===== src/rtl/core/stable_priority_queue_unit_macros.svh =====
// ----------------------------------------------------------------------------
// Stable priority queue assertion macros
// Shorthand for the concurrent checks of the stable priority queue unit.
// ----------------------------------------------------------------------------
`ifndef STABLE_PRIORITY_QUEUE_UNIT_MACROS_SVH
`define STABLE_PRIORITY_QUEUE_UNIT_MACROS_SVH

// The condition holds at every clock edge outside reset.
`define SPQ_ASSERT_ALWAYS(label, cond) \
    label: assert property (@(posedge clk) disable iff (!rst_n) (cond)) \
        else $error("spq invariant violated");

// When the trigger holds, the consequence holds in the next cycle.
`define SPQ_ASSERT_NEXT(label, trig, cons) \
    label: assert property (@(posedge clk) disable iff (!rst_n) (trig) |=> (cons)) \
        else $error("spq sequence check failed");

`endif


===== src/rtl/core/spq_pkg.sv =====
// ----------------------------------------------------------------------------
// Stable priority queue package
// Request and response types, status and action codes and the default capacity.
// ----------------------------------------------------------------------------
package spq_pkg;

    localparam int SPQ_CAPACITY = 16;

    localparam logic [1:0] STATUS_ENQUEUED  = 2'd0;
    localparam logic [1:0] STATUS_DEQUEUED  = 2'd1;
    localparam logic [1:0] STATUS_UNDERFLOW = 2'd2;
    localparam logic [1:0] STATUS_OVERFLOW  = 2'd3;

    localparam logic ACTION_ENQUEUE = 1'b0;
    localparam logic ACTION_DEQUEUE = 1'b1;

    typedef struct packed {
        logic               action;
        logic signed [31:0] item_value;
        logic signed [15:0] priority_req;
    } spq_req_t;

    typedef struct packed {
        logic [1:0]         status;
        logic signed [31:0] out_value;
        logic signed [15:0] out_priority;
    } spq_rsp_t;

endpackage


===== src/rtl/core/stable_priority_queue_unit.sv =====
// ----------------------------------------------------------------------------
// Stable priority queue unit
// Bounded priority queue kept in sorted order in a simple dual-port memory.
// ----------------------------------------------------------------------------
// Usage: a request enters on req/req_valid/req_ready and carries an action,
// a value and a priority number. An enqueue places the item behind every
// stored entry whose priority number is less than or equal to its own, so
// lower numbers leave first and equal numbers leave in arrival order. A
// dequeue removes the front entry. Every request yields exactly one response
// on rsp/rsp_valid/rsp_ready with a status and, for a dequeue, the entry.
// Operation: the store is a circular buffer with a head pointer, so a
// dequeue is one memory read, taken as the request is accepted and passed
// through the result registers to the output register. An enqueue walks
// from the back of the queue toward the front, past every entry of
// higher priority number; each step is a registered memory read, then one
// signed compare and one write that moves the entry back by one place.
// Overflow and underflow go straight to the response state. The block
// takes one request at a time; req_ready is high when the sequencer is
// idle, and the next request may be accepted while the last response
// still waits. Reset empties the queue at once; the memory is not cleared,
// since only entries that have been written are ever read. If the receiver
// stalls, the response holds in the output register and a following
// finished request waits in its response state until the register frees.
// ----------------------------------------------------------------------------
`include "stable_priority_queue_unit_macros.svh"

module stable_priority_queue_unit
    import spq_pkg::*;
#(
    parameter int CAPACITY = SPQ_CAPACITY
) (
    input  logic     clk,
    input  logic     rst_n,
    input  logic     req_valid,
    output logic     req_ready,
    input  spq_req_t req,
    output logic     rsp_valid,
    input  logic     rsp_ready,
    output spq_rsp_t rsp
);

    // AW indexes the memory; CW holds a count from zero up to CAPACITY.
    localparam int AW = (CAPACITY > 1) ? $clog2(CAPACITY) : 1;
    localparam int CW = $clog2(CAPACITY + 1);
    localparam int SW = CW + 1;

    localparam logic [2:0] S_IDLE    = 3'd0;
    localparam logic [2:0] S_ENQ_RD  = 3'd1;
    localparam logic [2:0] S_ENQ_CMP = 3'd2;
    localparam logic [2:0] S_DEQ     = 3'd3;
    localparam logic [2:0] S_RESP    = 3'd4;

    localparam logic [CW-1:0] CAP_COUNT = CW'(CAPACITY);
    localparam logic [SW-1:0] CAP_SUM   = SW'(CAPACITY);

    // Entry memory: value in the upper 32 bits, priority in the lower 16.
    logic [47:0] mem [CAPACITY];

    logic [2:0]         state_reg, state_next;
    logic [AW-1:0]      head_reg, head_next;
    logic [CW-1:0]      count_reg, count_next;
    logic [CW-1:0]      pos_reg, pos_next;
    logic signed [31:0] val_reg, val_next;
    logic signed [15:0] prio_reg, prio_next;
    logic [1:0]         res_status_reg, res_status_next;
    logic signed [31:0] res_value_reg, res_value_next;
    logic signed [15:0] res_prio_reg, res_prio_next;
    logic               rsp_valid_reg, rsp_valid_next;
    spq_rsp_t           rsp_reg, rsp_next;

    logic [47:0]        rd_data_reg;
    logic [AW-1:0]      rd_addr;
    logic               mem_we;
    logic [AW-1:0]      wr_addr;
    logic [47:0]        wr_data;
    logic [CW-1:0]      wr_pos;
    logic [CW-1:0]      rd_pos;
    logic               entry_later;

    // Logical position to physical address: head plus position, wrapped once.
    function automatic logic [AW-1:0] phys_addr(input logic [AW-1:0] head,
                                                 input logic [CW-1:0] pos);
        logic [SW-1:0] sum;
        sum = SW'(head) + SW'(pos);
        if (sum >= CAP_SUM)
        begin
            sum = sum - CAP_SUM;
        end
        return sum[AW-1:0];
    endfunction

    assign rd_pos      = pos_reg - CW'(1);
    assign rd_addr     = (state_reg == S_ENQ_RD) ? phys_addr(head_reg, rd_pos) : head_reg;
    assign wr_addr     = phys_addr(head_reg, wr_pos);
    // The signed compare: does the stored entry sort behind the new item?
    assign entry_later = $signed(rd_data_reg[15:0]) > prio_reg;

    assign req_ready = (state_reg == S_IDLE);
    assign rsp_valid = rsp_valid_reg;
    assign rsp       = rsp_reg;

    always_ff @(posedge clk)
    begin
        if (mem_we)
        begin
            mem[wr_addr] <= wr_data;
        end
        rd_data_reg <= mem[rd_addr];
    end

    always_comb
    begin
        state_next      = state_reg;
        head_next       = head_reg;
        count_next      = count_reg;
        pos_next        = pos_reg;
        val_next        = val_reg;
        prio_next       = prio_reg;
        res_status_next = res_status_reg;
        res_value_next  = res_value_reg;
        res_prio_next   = res_prio_reg;
        rsp_valid_next  = rsp_valid_reg;
        rsp_next        = rsp_reg;
        mem_we          = 1'b0;
        wr_pos          = pos_reg;
        wr_data         = {val_reg, prio_reg};

        if (rsp_valid_reg && rsp_ready)
        begin
            rsp_valid_next = 1'b0;
        end

        case (state_reg)
            S_IDLE:
            begin
                if (req_valid)
                begin
                    val_next       = req.item_value;
                    prio_next      = req.priority_req;
                    res_value_next = '0;
                    res_prio_next  = '0;
                    if (req.action == ACTION_ENQUEUE)
                    begin
                        if (count_reg == CAP_COUNT)
                        begin
                            res_status_next = STATUS_OVERFLOW;
                            state_next      = S_RESP;
                        end
                        else
                        begin
                            pos_next   = count_reg;
                            state_next = S_ENQ_RD;
                        end
                    end
                    else
                    begin
                        if (count_reg == '0)
                        begin
                            res_status_next = STATUS_UNDERFLOW;
                            state_next      = S_RESP;
                        end
                        else
                        begin
                            // The front entry is being read at this edge.
                            state_next = S_DEQ;
                        end
                    end
                end
            end
            S_ENQ_RD:
            begin
                if (pos_reg == '0)
                begin
                    mem_we          = 1'b1;
                    count_next      = count_reg + CW'(1);
                    res_status_next = STATUS_ENQUEUED;
                    state_next      = S_RESP;
                end
                else
                begin
                    state_next = S_ENQ_CMP;
                end
            end
            S_ENQ_CMP:
            begin
                mem_we = 1'b1;
                if (entry_later)
                begin
                    // Move the stored entry back one place and keep walking.
                    wr_data    = rd_data_reg;
                    pos_next   = rd_pos;
                    state_next = S_ENQ_RD;
                end
                else
                begin
                    count_next      = count_reg + CW'(1);
                    res_status_next = STATUS_ENQUEUED;
                    state_next      = S_RESP;
                end
            end
            S_DEQ:
            begin
                res_status_next = STATUS_DEQUEUED;
                res_value_next  = $signed(rd_data_reg[47:16]);
                res_prio_next   = $signed(rd_data_reg[15:0]);
                head_next       = phys_addr(head_reg, CW'(1));
                count_next      = count_reg - CW'(1);
                state_next      = S_RESP;
            end
            S_RESP:
            begin
                if (!rsp_valid_reg || rsp_ready)
                begin
                    rsp_valid_next        = 1'b1;
                    rsp_next.status       = res_status_reg;
                    rsp_next.out_value    = res_value_reg;
                    rsp_next.out_priority = res_prio_reg;
                    state_next            = S_IDLE;
                end
            end
            default:
            begin
                state_next = S_IDLE;
            end
        endcase
    end

    always_ff @(posedge clk or negedge rst_n)
    begin
        if (!rst_n)
        begin
            state_reg     <= S_IDLE;
            head_reg      <= '0;
            count_reg     <= '0;
            rsp_valid_reg <= 1'b0;
        end
        else
        begin
            state_reg     <= state_next;
            head_reg      <= head_next;
            count_reg     <= count_next;
            rsp_valid_reg <= rsp_valid_next;
        end
    end

    always_ff @(posedge clk)
    begin
        pos_reg        <= pos_next;
        val_reg        <= val_next;
        prio_reg       <= prio_next;
        res_status_reg <= res_status_next;
        res_value_reg  <= res_value_next;
        res_prio_reg   <= res_prio_next;
        rsp_reg        <= rsp_next;
    end

    // The fill level never passes the capacity.
    `SPQ_ASSERT_ALWAYS(a_count_bound, count_reg <= CAP_COUNT)
    // While walking, the insertion point stays inside the filled region.
    `SPQ_ASSERT_ALWAYS(a_walk_range, (state_reg != S_ENQ_CMP) || (pos_reg != '0 && pos_reg <= count_reg))
    // The fill level only moves when a request finishes its memory work.
    `SPQ_ASSERT_NEXT(a_idle_count, state_reg == S_IDLE || state_reg == S_RESP, $stable(count_reg))
    // A dequeue that found entries always reports a dequeued status.
    `SPQ_ASSERT_NEXT(a_deq_status, state_reg == S_DEQ, res_status_reg == STATUS_DEQUEUED)

endmodule


===== config.mk =====
export PLATFORM = sky130hd
export DESIGN_NAME = stable_priority_queue_unit
export DESIGN_NICKNAME = d
export VERILOG_FILES = /design/src/rtl/core/spq_pkg.sv /design/src/rtl/core/stable_priority_queue_unit.sv
export VERILOG_INCLUDE_DIRS = /design/src /design/src/rtl/core
export SDC_FILE = /design/constraint.sdc
export NUM_CORES = 1
export LEC_CHECK = 0
export ABC_AREA = 1
export BUFFER_PORTS_ARGS = -buffer_cell sky130_fd_sc_hd__buf_2
export CAP_MARGIN = 0
export CORE_UTILIZATION = 56
export DETAILED_ROUTE_END_ITERATION = 6
export GPL_TIMING_DRIVEN = 1
export HOLD_SLACK_MARGIN = 0.06
export PLACE_DENSITY = 0.8
export SLEW_MARGIN = 10
export SYNTH_ARGS = -nofsm -noshare
export SYNTH_HDL_FRONTEND = slang
export SYNTH_SLANG_ARGS = --single-unit

===== constraint.sdc =====
create_clock -name clk -period 5 [get_ports clk]
set_clock_uncertainty 0.05 [all_clocks]
set_input_delay 1 -clock clk [delete_from_list [all_inputs] [get_ports clk]]
set_output_delay 1 -clock clk [all_outputs]
set_load 0.03 [all_outputs]

==> flow_metrics.env, run 1 <==
export IMPL_worstReg2RegEnd="mem[2][6]"
export IMPL_cap_violations=0
export IMPL_crit_type="flop to flop"
export IMPL_endpoint_kind="flop"
export IMPL_syn_avg_cell_area_um2=13.1
export IMPL_grt_pass1_vias=23807
export IMPL_antenna_found_initial=1
export IMPL_synth_compound_area_frac=0.0997
export IMPL_max_stage_delay_ns=0.60
export IMPL_largest_reg_flops=768
export IMPL_cts_sinks=982
export IMPL_share_seq_of_total_power=0.398
export IMPL_grt_pass1_wl_um=136000
export IMPL_ctsResizeCount=0
export IMPL_die_h_um=263
export IMPL_dp_cells=3782
export IMPL_drive_gt1_frac=0.112
export IMPL_relSlewSlack=0.263
export IMPL_cpMostUsedCell="buf_4"
export IMPL_die_area_um2=69100
export IMPL_grt_max_degree=245
export IMPL_clock_power_share=0.230
export IMPL_holdBufCountCts=0
export IMPL_p_leak_nw=14.6
export IMPL_rows=95
export IMPL_power_frac_comb=0.372
export IMPL_rsz0062_at_grt="no"
export IMPL_vias_per_cell=6.06
export IMPL_totalWireLength_um=88800
export IMPL_status="complete, but fails checks"
export IMPL_clock_root_buffer="clkbuf_16"
export IMPL_cp_required_ns=5.32
export IMPL_wl_per_cell_um=22.5
export IMPL_period_minus_slack_ns=3.77
export IMPL_intPower_w=0.0174
export IMPL_clk_latency_ns=0.66
export IMPL_clk_pin_slew_ns=0.06
export IMPL_cpMaxStageDelayCell="nor3_1"
export IMPL_hold_violations=0
export IMPL_synth_nets=2981
export IMPL_grt_usage=0.257
export IMPL_synth_top_family_by_area="compound AO/OA/AOI/OAI gates"
export IMPL_antenna_left=0
export IMPL_syn_area_um2=38100
export IMPL_io_pins=105
export IMPL_power_density_nw_per_um2=663
export IMPL_drcViolationCount=1
export IMPL_r2r_slack_ns=1.23
export IMPL_crit_family="buffers and inverters"
export IMPL_netlist_instances=2897
export IMPL_cp_max_fo=36
export IMPL_ys_warn_count=0
export IMPL_yosysSeqAreaShare=0.760
export IMPL_dp_hpwl_um=45200
export IMPL_yosys_cell_types_count=30
export IMPL_cp_cell_sequence="inv_1 -> ha_1 -> nand2_1 -> nor3_1 -> nand3_1 -> nand4_1 -> buf_4 -> buf_4 -> o21ai_0 -> buf_4"
export IMPL_peakVddDrop_mv=1.03
export IMPL_finalPower_w=0.0283
export IMPL_final_cells=3955
export IMPL_synth_xor_area_frac=0.00368
export IMPL_fillers=4654
export IMPL_dr_pass1_iters=7
export IMPL_io_buffers=104
export IMPL_postCtsSetupRepairBufs=0
export IMPL_synthMuxAreaShare=0
export IMPL_register_area_um2=28900
export IMPL_worst_r2r_path_depth=10
export IMPL_numCtsBuffers=92
export IMPL_htree_levels=3
export IMPL_path_buf_inv=4
export IMPL_yosys_area_share_simple=0.0970
export IMPL_fmax_ghz=0.266
export IMPL_final_common_cell="edfxtp_1"
export IMPL_cp_start_kind="flop"
export IMPL_tritoncts="built"
export IMPL_fin_crit_sh=0.753
export IMPL_syn_to_final_growth_pct=12.2
export IMPL_initial_core_util=0.566
export IMPL_report_final_slew_viol_count=0
export IMPL_min_path_type="input pin to async pin"
export IMPL_ys_ff_latch=982
export IMPL_arrival_ns=4.09
export IMPL_setup_tns_ns=0
export IMPL_tightestPinTransition_ns=1.11
export IMPL_fin_nets=3090
export IMPL_most_common_layout_cells="edfxtp_1 (921), nor2_1 (637), o21ai_0 (358), o211ai_1 (193), nand2_1 (161)"
export IMPL_antenna_cells=0
export IMPL_place_congestion=0.843
export IMPL_switchingPower_w=0.0109
export IMPL_drtIter0Drc=3033
export IMPL_crit_reg2reg_launch="prio_reg[15]"
export IMPL_vias=23977
export IMPL_violations="design-rule violations"
export IMPL_setup_viol=0
export IMPL_clock_path_buffers=3
export IMPL_grt_overflow=0
export IMPL_die_w_um=263
export IMPL_multi_input_area_um2=8230
export IMPL_synthAdderAreaFrac=0.0108
export IMPL_core_area_um2=67300
export IMPL_p_sw_frac=0.386
==> Yosys cell counts, drive strengths merged <==
cell type / n / share of area
dfrtp: 13 / 0.0085
a21oi: 15 / 0.0020
edfxtp: 921 / 0.73
o21ai: 446 / 0.059
fa: 3 / 0.0016
a31oi: 1 / 0.00016
clkinv: 1 / 0.000098
dfxtp: 48 / 0.025
nor3: 2 / 0.00039
o31a: 1 / 0.00023
nor2: 655 / 0.065
a21o: 1 / 0.00020
clkbuf: 92 / 0.0091
xnor2: 7 / 0.0016
o211ai: 193 / 0.038
nand3b: 2 / 0.00039
nand4: 2 / 0.00033
o31ai: 1 / 0.00020
xor2: 9 / 0.0021
nand3: 115 / 0.015
inv: 100 / 0.0099
ha: 28 / 0.0092
buf: 80 / 0.010
nand2: 161 / 0.016
==> metal layers <==
layer  up-vias  track usage  routed length, um
li1      10691            -                  -
met1     11689        0.356              34400
met2      1398        0.407              42200
met3       197       0.0469               9580
met4         2        0.102               2690
met5         -            0                 14
==> how the worst max path moves through the flow <==
stage | start | to | cells after the start
finish | prio_reg[15] | mem[2][6] | 10
detailed placement | prio_reg[15] | mem[7][36] | 9
floorplan | state_reg[0] | res_prio_reg[0] | 5
global route | prio_reg[15] | mem[10][4] | 12
CTS | prio_reg[15] | mem[15][36] | 9
global placement | prio_reg[15] | mem[0][40] | 9
==> stage by stage <==
step / setup WS [ns] / util / cell area, um^2 / hold slack [ns]
finish: 1.23 / 0.635 / 42700 / 0.183
global route: 1.19 / 0.635 / 42700 / 0.199
CTS: 1.02 / 0.635 / 42700 / 0.176
detailed placement: 1.06 / 0.593 / 39900 / 0.355
global placement: 1.15 / 0.593 / 39900 / 0.352
floorplan: 1.01 / - / 38100 / 0.350
==> power groups by stage <==
| stage | clock (W) | combinational, W | sequential (W) |
|---|---|---|---|
| after floorplan | 0 | 0.00695 | 0.0116 |
| after global placement | 0 | 0.00970 | 0.0114 |
| after detailed placement | 0 | 0.0102 | 0.0114 |
| after CTS | 0.00658 | 0.0104 | 0.0113 |
| after global routing | 0.00691 | 0.0116 | 0.0113 |
| final | 0.00652 | 0.0105 | 0.0113 |
==> cells by family after synthesis <==
group	count (synthesis)
compound gates	658
xor+xnor	16
fa+ha+maj	31
buf+inv	273
flops	982
simple gates	937
==> area by class of cell <==
class,count,area share
clock buffers,133,0.0596
clock inverters,37,0.00574
inverters,101,0.00905
multi-input cells,1642,0.193
flip-flops and latches,982,0.677
well taps,873,0.0256
repair buffers,187,0.0303
Note: power is estimated with default switching activity, not from simulation.
==> inputs of run 2 (changes only) <==
--- a/config.mk
+++ b/config.mk
@@ -9,11 +9,11 @@
 export ABC_AREA = 1
 export BUFFER_PORTS_ARGS = -buffer_cell sky130_fd_sc_hd__buf_2
 export CAP_MARGIN = 0
-export CORE_UTILIZATION = 56
+export CORE_UTILIZATION = 62
 export DETAILED_ROUTE_END_ITERATION = 6
 export GPL_TIMING_DRIVEN = 1
 export HOLD_SLACK_MARGIN = 0.06
-export PLACE_DENSITY = 0.8
+export PLACE_DENSITY = 0.83
 export SLEW_MARGIN = 10
 export SYNTH_ARGS = -nofsm -noshare
 export SYNTH_HDL_FRONTEND = slang
==> constraint.sdc (replaced) <==
create_clock -name clk -period 3.83 [get_ports clk]
set_clock_uncertainty 0.05 [all_clocks]
set_input_delay 0.766 -clock clk [delete_from_list [all_inputs] [get_ports clk]]
set_output_delay 0.766 -clock clk [all_outputs]
set_load 0.03 [all_outputs]
==> flow_metrics.env, run 2 (synthesized netlist as in run 1, its figures left out) <==
export IMPL_cp_required_ns=4.28
export IMPL_grt_max_degree=186
export IMPL_place_congestion=0.848
export IMPL_tightestPinTransition_ns=0.947
export IMPL_period_minus_slack_ns=3.44
export IMPL_ctsResizeCount=0
export IMPL_clock_path_buffers=3
export IMPL_postCtsSetupRepairBufs=0
export IMPL_status="complete, no violations"
export IMPL_fin_ws_ns=0.393
export IMPL_p_sw_frac=0.385
export IMPL_peakVddDrop_mv=0.807
export IMPL_fin_crit_sh=0.897
export IMPL_p_leak_nw=14.9
export IMPL_final_common_cell="edfxtp_1"
export IMPL_antenna_found_initial=1
export IMPL_setup_tns_ns=0
export IMPL_holdWs_ns=0.234
export IMPL_cts_sinks=982
export IMPL_rsz0062_at_grt="no"
export IMPL_grt_usage=0.296
export IMPL_share_seq_of_total_power=0.385
export IMPL_clock_root_buffer="clkbuf_16"
export IMPL_vias=24691
export IMPL_htree_levels=3
export IMPL_dp_worst_setup_slack_ns=0.494
export IMPL_clock_power_share=0.240
export IMPL_fmax_ghz=0.291
export IMPL_antenna_left=0
export IMPL_power_frac_comb=0.375
export IMPL_grt_overflow=0
export IMPL_die_h_um=250
export IMPL_totalWireLength_um=92400
export IMPL_power_density_nw_per_um2=880
export IMPL_die_area_um2=62400
export IMPL_core_area_um2=60600
export IMPL_grt_pass1_vias=24379
export IMPL_setup_viol=0
export IMPL_arrival_ns=3.88
export IMPL_cp_start_kind="flop"
export IMPL_max_stage_delay_ns=0.69
export IMPL_syn_to_final_growth_pct=13.8
export IMPL_dp_hpwl_um=47300
export IMPL_tritoncts="built"
export IMPL_switchingPower_w=0.0147
export IMPL_fin_nets=3119
export IMPL_wl_per_cell_um=23.7
export IMPL_cpMostUsedCell="nand2_1"
export IMPL_antenna_cells=0
export IMPL_cp_max_fo=17
export IMPL_intPower_w=0.0234
export IMPL_largest_reg_flops=768
export IMPL_numCtsBuffers=93
export IMPL_drcViolationCount=0
export IMPL_relSlewSlack=0.368
export IMPL_most_common_layout_cells="edfxtp_1 (921), nor2_1 (637), o21ai_0 (373), o211ai_1 (193), nand2_1 (161)"
export IMPL_min_path_type="input pin to flop"
export IMPL_clk_pin_slew_ns=0.06
export IMPL_drive_gt1_frac=0.125
export IMPL_report_final_slew_viol_count=0
export IMPL_io_buffers=104
export IMPL_grt_pass1_wl_um=139000
export IMPL_clk_latency_ns=0.66
export IMPL_dr_pass1_iters=6
export IMPL_crit_type="flop to flop"
export IMPL_io_pins=105
export IMPL_initial_core_util=0.629
export IMPL_cp_cell_sequence="inv_1 -> ha_1 -> nand2_1 -> nor2_1 -> nand2_1 -> nand2_1 -> nand2_1 -> nand3_1 -> nand4_1 -> buf_4 -> buf_4 -> o21ai_0 -> buf_4"
export IMPL_cpMaxStageDelayCell="o21ai_0"
export IMPL_drtIter0Drc=3210
export IMPL_die_w_um=250
export IMPL_endpoint_kind="flop"
export IMPL_hold_violations=0
export IMPL_cap_violations=0
export IMPL_vias_per_cell=6.34
export IMPL_rows=90
## run 2: power groups by stage
stage	Clock (W)	Combinational [W]	Sequential, W
after floorplan	0	0.00909	0.0151
after global placement	0	0.0129	0.0148
after detailed placement	0	0.0137	0.0149
after CTS	0.00920	0.0141	0.0147
after global routing	0.00960	0.0156	0.0148
final	0.00917	0.0143	0.0147
## run 2: through the flow
step / util / cells / total power, W / area (um^2)
floorplan: - / 2897 / 0.0242 / 38100
global placement: 0.665 / 3721 / 0.0278 / 40300
detailed placement: 0.665 / 3721 / 0.0286 / 40300
CTS: 0.716 / 3893 / 0.0379 / 43400
global route: 0.716 / 3893 / 0.0399 / 43400
finish: 0.716 / 3893 / 0.0381 / 43400
## run 2: final timing paths
| kind | from | to | cells past startpoint | slack [ns] |
|---|---|---|---|---|
| max in group asynchronous | rst_n | rsp_valid | 2 | 2.94 |
| worst max-delay path | prio_reg[7] | mem[11][34] | 13 | 0.39 |
| worst min-delay path | req[34] | val_reg[18] | 1 | 0.23 |
| worst max register to register | prio_reg[7] | mem[11][34] | 13 | 0.39 |
| min in group asynchronous | rst_n | count_reg[1] | 2 | 0.52 |
| worst min register to register | res_value_reg[11] | rsp[27] | 0 | 0.37 |
## run 2: critical path, delay by kind of cell (launching register included)
family / cells / cell delay [ns]
AND/OR/NAND/NOR: 7 / 1.15
flip-flops: 1 / 0.35
buffers and inverters: 4 / 0.76
AO/OA/AOI/OAI: 1 / 0.69
adder cells (fa/ha/maj): 1 / 0.29
## run 2: layout make-up
class | instances | area, um^2
Timing Repair Buffer | 215 | 1760
Fill cell | 3458 | 17200
Tap cell | 782 | 978
Clock inverter | 53 | 548
Sequential cell | 982 | 28900
Multi-Input combinational cell | 1642 | 8230
Clock buffer | 118 | 2510
Inverter | 101 | 387
## run 2: timing repair
action / in CTS / in global routing
setup endpoints to repair: 0 / 0
hold endpoints to repair: 13 / 0
hold buffers: 1 / 0
## run 2: layer usage
| layer | track usage | up-vias | routed length [um] |
|---|---|---|---|
| li1 | - | 10746 | - |
| met1 | 0.387 | 11918 | 33700 |
| met2 | 0.478 | 1675 | 43900 |
| met3 | 0.0497 | 350 | 10000 |
| met4 | 0.163 | 2 | 4770 |
| met5 | 0 | - | 13 |
